`src/rtl/core/assert_macros.svh`:
```
// Assertion macros shared by the RTL of the header converter.
// No dependencies; define SYNTH to compile the checks out.
`ifndef ASSERT_MACROS_SVH
`define ASSERT_MACROS_SVH
`ifndef SYNTH
`define WTEC_ASSERT(lbl, clk, rst_n, prop) \
  lbl: assert property (@(posedge clk) disable iff (!rst_n) prop) \
    else $error("assertion failed");
`define WTEC_NEVER(lbl, clk, rst_n, expr) \
  `WTEC_ASSERT(lbl, clk, rst_n, !(expr))
`else
`define WTEC_ASSERT(lbl, clk, rst_n, prop)
`define WTEC_NEVER(lbl, clk, rst_n, expr)
`endif
`endif

```
`src/rtl/core/wtec_pkg.sv`:
```
// Types and constants of the 802.11 to Ethernet II header converter.
// No dependencies.
`timescale 1ns / 1ps
package wtec_pkg;

  localparam int unsigned FIFO_DEPTH = 4;
  localparam int unsigned FIFO_PTR_W = $clog2(FIFO_DEPTH);
  localparam int unsigned FIFO_CNT_W = $clog2(FIFO_DEPTH + 1);

  // Address beats ahead of the first kept byte.
  localparam logic [3:0] HDR_BEATS = 4'd12;
  localparam logic [5:0] POS_MAX   = 6'd63;

  typedef enum logic [1:0] {
    CMD_PASS = 2'd0,
    CMD_HDR  = 2'd1,
    CMD_ERR  = 2'd2
  } cmd_kind_e;

  typedef struct packed {
    cmd_kind_e   kind;
    logic [7:0]  data;
    logic        last;
    logic [47:0] dst;
    logic [47:0] src;
  } cmd_t;

  typedef struct packed {
    logic full;
    logic empty;
  } fifo_stat_t;

endpackage

```
`src/rtl/core/wtec_front.sv`:
```
// Front end: accepts 802.11 bytes, tracks header position, captures addresses
// and issues commands to the queue. Depends on wtec_pkg.
`timescale 1ns / 1ps
module wtec_front (
  input  logic               clk_i,
  input  logic               rst_ni,
  input  logic               pass_through_i,
  input  logic               in_valid_i,
  output logic               in_ready_o,
  input  logic [7:0]         in_byte_i,
  input  logic               in_last_i,
  input  wtec_pkg::fifo_stat_t stat_i,
  output logic               push_o,
  output wtec_pkg::cmd_t     cmd_o
);

  logic [5:0]  pos_q, pos_d;
  logic [1:0]  ds_q, ds_d;
  logic        qos_q, qos_d;
  logic [47:0] dst_q, dst_d;
  logic [47:0] src_q, src_d;
  logic        payload_q, payload_d;

  logic        accept;
  logic [1:0]  ds_eff;
  logic        qos_eff;
  logic [5:0]  dst_at, src_at, hdr_len;

  assign in_ready_o = !stat_i.full;
  assign accept     = in_valid_i && in_ready_o;

  always_comb begin
    ds_eff  = (pos_q == 6'd1) ? in_byte_i[1:0] : ds_q;
    qos_eff = (pos_q == 6'd0) ? in_byte_i[7] : qos_q;
    dst_at  = ds_eff[0] ? 6'd16 : 6'd4;
    unique case (ds_eff)
      2'd0, 2'd1: src_at = 6'd10;
      2'd2:       src_at = 6'd16;
      default:    src_at = 6'd24;
    endcase
    hdr_len = ((ds_eff == 2'd3) ? 6'd30 : 6'd24) + (qos_eff ? 6'd2 : 6'd0) + 6'd6;
  end

  always_comb begin
    pos_d     = pos_q;
    ds_d      = ds_q;
    qos_d     = qos_q;
    dst_d     = dst_q;
    src_d     = src_q;
    payload_d = payload_q;
    push_o    = 1'b0;
    cmd_o     = '{kind: wtec_pkg::CMD_PASS, data: in_byte_i, last: in_last_i,
                  dst: dst_q, src: src_q};
    if (accept) begin
      if (pass_through_i || payload_q) begin
        push_o = 1'b1;
      end else begin
        ds_d  = ds_eff;
        qos_d = qos_eff;
        if (pos_q >= 6'd2 && pos_q >= dst_at && pos_q < dst_at + 6'd6) begin
          dst_d = {dst_q[39:0], in_byte_i};
        end
        if (pos_q >= 6'd2 && pos_q >= src_at && pos_q < src_at + 6'd6) begin
          src_d = {src_q[39:0], in_byte_i};
        end
        cmd_o.dst = dst_d;
        cmd_o.src = src_d;
        priority if (pos_q >= hdr_len) begin
          // first kept byte: queue the address burst along with it
          push_o     = 1'b1;
          cmd_o.kind = wtec_pkg::CMD_HDR;
          payload_d  = 1'b1;
        end else if (in_last_i) begin
          push_o     = 1'b1;
          cmd_o.kind = wtec_pkg::CMD_ERR;
          cmd_o.data = 8'd0;
        end else if (pos_q < wtec_pkg::POS_MAX) begin
          pos_d = pos_q + 6'd1;
        end
      end
      if (in_last_i) begin
        pos_d     = '0;
        ds_d      = '0;
        qos_d     = 1'b0;
        dst_d     = '0;
        src_d     = '0;
        payload_d = 1'b0;
      end
    end
  end

  always_ff @(posedge clk_i or negedge rst_ni) begin
    if (!rst_ni) begin
      pos_q     <= '0;
      ds_q      <= '0;
      qos_q     <= 1'b0;
      dst_q     <= '0;
      src_q     <= '0;
      payload_q <= 1'b0;
    end else begin
      pos_q     <= pos_d;
      ds_q      <= ds_d;
      qos_q     <= qos_d;
      dst_q     <= dst_d;
      src_q     <= src_d;
      payload_q <= payload_d;
    end
  end

endmodule

```
`src/rtl/core/wtec_fifo.sv`:
```
// Short command queue between front and back end.
// Depends on wtec_pkg.
`timescale 1ns / 1ps
module wtec_fifo (
  input  logic                 clk_i,
  input  logic                 rst_ni,
  input  logic                 push_i,
  input  wtec_pkg::cmd_t       cmd_i,
  input  logic                 pop_i,
  output wtec_pkg::cmd_t       head_o,
  output wtec_pkg::fifo_stat_t stat_o
);

  wtec_pkg::cmd_t mem_q [wtec_pkg::FIFO_DEPTH];
  logic [wtec_pkg::FIFO_PTR_W-1:0] wr_q, rd_q;
  logic [wtec_pkg::FIFO_CNT_W-1:0] cnt_q;
  logic do_push, do_pop;

  function automatic logic [wtec_pkg::FIFO_CNT_W-1:0] FIFO_CNT_W_one(input logic b);
    return {{(wtec_pkg::FIFO_CNT_W-1){1'b0}}, b};
  endfunction

  assign stat_o.full  = (cnt_q == wtec_pkg::FIFO_CNT_W'(wtec_pkg::FIFO_DEPTH));
  assign stat_o.empty = (cnt_q == '0);
  assign do_push      = push_i && !stat_o.full;
  assign do_pop       = pop_i && !stat_o.empty;
  assign head_o       = mem_q[rd_q];

  always_ff @(posedge clk_i) begin
    if (do_push) begin
      mem_q[wr_q] <= cmd_i;
    end
  end

  always_ff @(posedge clk_i or negedge rst_ni) begin
    if (!rst_ni) begin
      wr_q  <= '0;
      rd_q  <= '0;
      cnt_q <= '0;
    end else begin
      if (do_push) begin
        wr_q <= wr_q + 1'b1;
      end
      if (do_pop) begin
        rd_q <= rd_q + 1'b1;
      end
      cnt_q <= cnt_q + FIFO_CNT_W_one(do_push) - FIFO_CNT_W_one(do_pop);
    end
  end

endmodule

```
`src/rtl/core/wtec_back.sv`:
```
// Back end: plays queued commands out as output beats, expanding a header
// command into twelve address beats and the kept byte. Depends on wtec_pkg.
`timescale 1ns / 1ps
module wtec_back (
  input  logic                 clk_i,
  input  logic                 rst_ni,
  input  wtec_pkg::cmd_t       head_i,
  input  wtec_pkg::fifo_stat_t stat_i,
  output logic                 pop_o,
  output logic                 out_valid_o,
  input  logic                 out_ready_i,
  output logic [7:0]           out_byte_o,
  output logic                 out_last_o,
  output logic                 too_short_o
);

  logic [3:0]  beat_q, beat_d;
  logic [2:0]  idx;
  logic [2:0]  lane;
  logic [47:0] mac;
  logic        fire;
  logic        final_beat;

  assign out_valid_o = !stat_i.empty;
  assign fire        = out_valid_o && out_ready_i;

  always_comb begin
    mac  = (beat_q < 4'd6) ? head_i.dst : head_i.src;
    idx  = (beat_q < 4'd6) ? beat_q[2:0] : 3'(beat_q - 4'd6);
    lane = 3'd5 - idx;
    out_byte_o  = head_i.data;
    out_last_o  = head_i.last;
    too_short_o = 1'b0;
    final_beat  = 1'b1;
    unique case (head_i.kind)
      wtec_pkg::CMD_PASS: begin
      end
      wtec_pkg::CMD_HDR: begin
        if (beat_q != wtec_pkg::HDR_BEATS) begin
          out_byte_o = mac[{lane, 3'b000} +: 8];
          out_last_o = 1'b0;
          final_beat = 1'b0;
        end
      end
      wtec_pkg::CMD_ERR: begin
        out_byte_o  = 8'd0;
        out_last_o  = 1'b1;
        too_short_o = 1'b1;
      end
      default: begin
      end
    endcase
    pop_o  = fire && final_beat;
    beat_d = beat_q;
    if (fire) begin
      beat_d = final_beat ? 4'd0 : beat_q + 4'd1;
    end
  end

  always_ff @(posedge clk_i or negedge rst_ni) begin
    if (!rst_ni) begin
      beat_q <= '0;
    end else begin
      beat_q <= beat_d;
    end
  end

endmodule

```
`src/rtl/core/wlan_to_ethernet_header_convert_core.sv`:
```
// Top level of the 802.11 data frame to Ethernet II converter.
// Depends on wtec_pkg, wtec_front, wtec_fifo, wtec_back and assert_macros.svh.
`timescale 1ns / 1ps
`include "assert_macros.svh"
// Converts a byte stream of 802.11 data frames (FCS removed) into Ethernet II
// frames: the header, QoS field and first six LLC/SNAP bytes are dropped, and
// destination and source addresses chosen by ToDS/FromDS are emitted ahead of
// the ethertype. Setting pass_through copies bytes unchanged. A frame that ends
// inside the stripped header yields one beat with too_short set and data zero.
// Throughput is one input byte per cycle unless the queue is full; stripped
// header bytes produce no output. The first kept byte of each frame expands
// into 13 output beats in the back end, so while that burst drains the four-entry
// command queue fills and, with the output never stalled and more than three
// payload bytes behind the ethertype, input stalls once per converted frame.
module wlan_to_ethernet_header_convert_core (
  input  logic       clk_i,
  input  logic       rst_ni,
  input  logic       cfg_we_i,
  input  logic       cfg_data_i,
  input  logic       in_valid_i,
  output logic       in_ready_o,
  input  logic [7:0] in_byte_i,
  input  logic       in_last_i,
  output logic       out_valid_o,
  input  logic       out_ready_i,
  output logic [7:0] out_byte_o,
  output logic       out_last_o,
  output logic       too_short_o
);

  logic                 pass_through_q;
  logic                 push;
  logic                 pop;
  wtec_pkg::cmd_t       cmd;
  wtec_pkg::cmd_t       head;
  wtec_pkg::fifo_stat_t stat;

  always_ff @(posedge clk_i or negedge rst_ni) begin
    if (!rst_ni) begin
      pass_through_q <= 1'b0;
    end else if (cfg_we_i) begin
      pass_through_q <= cfg_data_i;
    end
  end

  wtec_front u_front (
    .clk_i         (clk_i),
    .rst_ni        (rst_ni),
    .pass_through_i(pass_through_q),
    .in_valid_i    (in_valid_i),
    .in_ready_o    (in_ready_o),
    .in_byte_i     (in_byte_i),
    .in_last_i     (in_last_i),
    .stat_i        (stat),
    .push_o        (push),
    .cmd_o         (cmd)
  );

  wtec_fifo u_fifo (
    .clk_i (clk_i),
    .rst_ni(rst_ni),
    .push_i(push),
    .cmd_i (cmd),
    .pop_i (pop),
    .head_o(head),
    .stat_o(stat)
  );

  wtec_back u_back (
    .clk_i      (clk_i),
    .rst_ni     (rst_ni),
    .head_i     (head),
    .stat_i     (stat),
    .pop_o      (pop),
    .out_valid_o(out_valid_o),
    .out_ready_i(out_ready_i),
    .out_byte_o (out_byte_o),
    .out_last_o (out_last_o),
    .too_short_o(too_short_o)
  );

  `WTEC_ASSERT(a_short_is_last, clk_i, rst_ni, (out_valid_o && too_short_o) |-> (out_last_o && out_byte_o == 8'd0))
  `WTEC_NEVER(a_full_and_empty, clk_i, rst_ni, stat.full && stat.empty)
  `WTEC_ASSERT(a_stall_only_full, clk_i, rst_ni, (in_valid_i && !in_ready_o) |-> stat.full)

endmodule

```
`config.mk`:
```
export PLATFORM = sky130hd
export DESIGN_NAME = wlan_to_ethernet_header_convert_core
export DESIGN_NICKNAME = d
export VERILOG_FILES = /design/src/rtl/core/wtec_pkg.sv /design/src/rtl/core/wtec_front.sv /design/src/rtl/core/wtec_fifo.sv /design/src/rtl/core/wtec_back.sv /design/src/rtl/core/wlan_to_ethernet_header_convert_core.sv
export VERILOG_INCLUDE_DIRS = /design/src /design/src/rtl/core
export SDC_FILE = /design/constraint.sdc
export NUM_CORES = 1
export LEC_CHECK = 0
export BUFFER_PORTS_ARGS = -buffer_cell sky130_fd_sc_hd__buf_2
export CAP_MARGIN = 20
export CELL_PAD_IN_SITES_DETAIL_PLACEMENT = 1
export CELL_PAD_IN_SITES_GLOBAL_PLACEMENT = 2
export CORE_MARGIN = 1
export CORE_UTILIZATION = 40
export CTS_CLUSTER_DIAMETER = 120
export CTS_CLUSTER_SIZE = 12
export DETAILED_ROUTE_END_ITERATION = 12
export GPL_TIMING_DRIVEN = 0
export PLACE_DENSITY = 0.66
export SYNTH_ARGS = -nofsm -noshare
export SYNTH_HDL_FRONTEND = slang
export SYNTH_HIERARCHICAL = 1
export SYNTH_SLANG_ARGS = --single-unit
```
`constraint.sdc`:
```
create_clock -name clk_i -period 12.9 [get_ports clk_i]
set_clock_uncertainty 0.1 [all_clocks]
set_input_delay 1.935 -clock clk_i [delete_from_list [all_inputs] [get_ports clk_i]]
set_output_delay 1.935 -clock clk_i [all_outputs]
set_load 0.05 [all_outputs]
```
==> reports/qor.yml <==
fin_area_um2: 25720
synthSimpleGateAreaFrac_pct: 2.644
synth-seq-cells: 546
syn_area_um2: 22860
cp-start-kind: "flop"
synth_xor_area_share_pct: 0.1533
p_per_area_nw_per_um2: 219.5
gr-max-usage-layer: "met2"
drt_iter0_markers: 907
design_power_total_mw: 5.645
synth-edff-count: 428
die_y_um: 241.0
cp-end-kind: "output pin"
start_util_pct: 40.53
syn_inst: 1201
tns_ps: 0
mostFrequentLayoutCell: "edfxtp_1"
fin_util_pct: 45.61
cts_buffers: 51
dieArea_um2: 58100
setup.worst_path.end: "out_byte_o[3]"
die_x_um: 241.0
use_met1_pct: 29.65
drv_slew: 0
p_leak_nw: 9.344
worst-setup-path-type: "reg2out"
max_cap_viol_count: 0
required_ps: 10860
grt_pass1_vias: 12060
rr_endpoint: "u_fifo/mem_q[3][26]"
postSynth.asyncResetShare_pct: 21.61
hold_violations: 0
vias: 11720
yosys.cell_types.count: 64
via_per_inst: 5.612
outcome: "completed"
syn_to_final_growth_pct: 12.53
h-tree-depth: 2
nets: 1341
syn_avg_cell_area_um2: 19.03
cts_setup_buffers: 0
portBuffers: 25
gp_congestion: 0.7499
grt_max_degree: 88
ctsHoldBuffers: 0
critPathLaunch: "u_fifo/rd_q[1]"
ys_seq_area_share_pct: 69.15
cts_root_buffer: "clkbuf_16"
period_share_pct: 47.29
antenna_left: 0
fin_cells: 2089
rsz0062_at_grt: "no"
gr-total-overflow: 0
track_usage_pct: 20.41
numClockSinks: 546
row_count: 87
r2r_setup_slack_ps: 7580
setup_viol: 0
synth_top_family_by_area: "multiplexers"
max_freq_mhz: 163.9
clk_path_buf_depth: 3
pre_cts_ws_ps: 6733
synthesis.nets: 1250
post-dp-hpwl_um: 38220
hp-class: "reg2reg"
cts_resized: 0
first_pass_iters: 7
fin_hold_ws_ps: 389.2
finalCriticalPeriod_ps: 6100
cts.clk_slew.worst_paths_ps: 70
path_max_fanout: 10
r2r_cells: 15
setup_ws_ps: 6800
drc_errors: 0
synth_mux_area_share_pct: 17.87
grt_pass1_wl_um: 84490
cts_tree: "yes"
yosysWarnings: 6
antenna_found_initial: 0
drive_gt1_share_pct: 27.91
layout_common_cells: "428 x edfxtp_1, 127 x mux4_2, 118 x dfrtp_1"
dpl_cell_area_um2: 24220
diodes: 0
io_pins: 27
r2r-start: "u_front/pos_q[2]"
met3_usage_pct: 3.477
tightest_slew_ps: 940.6
wl_um: 57410
yosys.area_share.adder_pct: 1.894
met2_usage_pct: 31.33
synthFlopType: "edfxtp_1"
coreArea_um2: 56390
crit_arrival_ps: 4070
dp_cells: 1994
synth_compound_area_share_pct: 6.087
irDropWorstVdd_uv: 121.5
slew_headroom_pct: 36.76
wire_per_inst_um: 27.48
clk_latency_ps: 610
[sequential cells by signal, indices dropped and copies added, names as in the netlist]
| register | cells |
|---|---|
| u_fifo/mem_q | 428 |
| u_front/dst_q | 48 |
| u_front/src_q | 48 |
| u_front/pos_q | 6 |
| u_back/beat_q | 4 |
| u_fifo/cnt_q | 3 |
| u_fifo/rd_q | 2 |
| u_fifo/wr_q | 2 |
| u_front/ds_q | 2 |
| pass_through_q | 1 |
| u_front/payload_q | 1 |
| u_front/qos_q | 1 |
[final cells by class]
type / instances / area (um^2)
plain buffers: 69 / 404.1
fillers: 5346 / 30670
clock buffers: 93 / 1476
multi-input cells: 561 / 6568
inverters: 25 / 93.84
clock inverters: 1 / 8.758
repair buffers: 38 / 416.7
well taps: 756 / 945.9
flip-flops and latches: 546 / 15810
[where the power goes]
group | total (mW) | switching (mW) | internal [mW] | leakage (nW)
sequential | 2.30 | 0.0901 | 2.21 | 5.64
clock | 1.41 | 0.642 | 0.766 | 0.704
combinational | 1.94 | 1.20 | 0.740 | 3.00
[cell usage after synthesis (3+ instances only)]
cell / instances / share of area [%]
inv_1: 24 / 0.39
a22o_1: 97 / 3.7
mux2_4: 21 / 1.4
a211oi_1: 3 / 0.099
and3_1: 5 / 0.14
xnor2_1: 4 / 0.15
buf_2: 32 / 0.70
nor2b_1: 13 / 0.36
nor3_1: 8 / 0.18
a21oi_1: 13 / 0.28
a31oi_1: 3 / 0.082
mux2_1: 5 / 0.25
nand3_1: 6 / 0.13
nand2_1: 39 / 0.64
edfxtp_1: 428 / 56
buf_6: 8 / 0.39
o21ai_0: 20 / 0.44
o31ai_1: 5 / 0.16
and3b_1: 4 / 0.15
dfrtp_1: 118 / 13
and2_1: 3 / 0.082
o22ai_1: 3 / 0.082
a222oi_1: 5 / 0.22
nor2_1: 13 / 0.21
o21ai_1: 7 / 0.15
ha_1: 33 / 1.8
o211ai_1: 3 / 0.099
clkbuf_1: 18 / 0.30
mux2_2: 74 / 3.6
nand2b_1: 10 / 0.27
mux4_2: 127 / 13
buf_4: 9 / 0.30
[critical path, cell delays in order, from the launching register on]
cell and delay, ps:
dfrtp_1 320, buf_2 280, buf_2 520, buf_4 320, mux4_2 310, mux4_2 570, a222oi_1 710, o21ai_1 170
buf_2 250
[layer usage]
metal	vias up	share of wire, %
met1	6353	46
met2	193	47
met5	-	0
met4	0	2.7
met3	76	4.1
li1	5102	-
[how the worst min path moves through the flow]
stage / from / end / slack (ps) / cells after the start
after floorplan: u_front/ds_q[0] / u_front/ds_q[0] / 340 / 2
after global placement: u_front/ds_q[1] / u_front/ds_q[1] / 360 / 2
after detailed placement: u_front/qos_q / u_front/qos_q / 380 / 2
after CTS: u_front/qos_q / u_front/qos_q / 400 / 2
after global routing: u_front/src_q[43] / u_front/src_q[43] / 420 / 1
final: u_front/qos_q / u_front/qos_q / 390 / 2
[cells by family (layout without fill, tap and decap cells)]
| group | after synthesis | count (layout) |
|---|---|---|
| flip-flops | 546 | 546 |
| multiplexers | 229 | 229 |
| AO/OA/AOI/OAI | 178 | 178 |
| AND/OR/NAND/NOR | 115 | 115 |
| buffers and inverters | 94 | 226 |
| adder cells (fa/ha/maj) | 34 | 34 |
| XOR/XNOR | 4 | 4 |
| other | 1 | 1 |
Power figures use the tool's default switching activity.
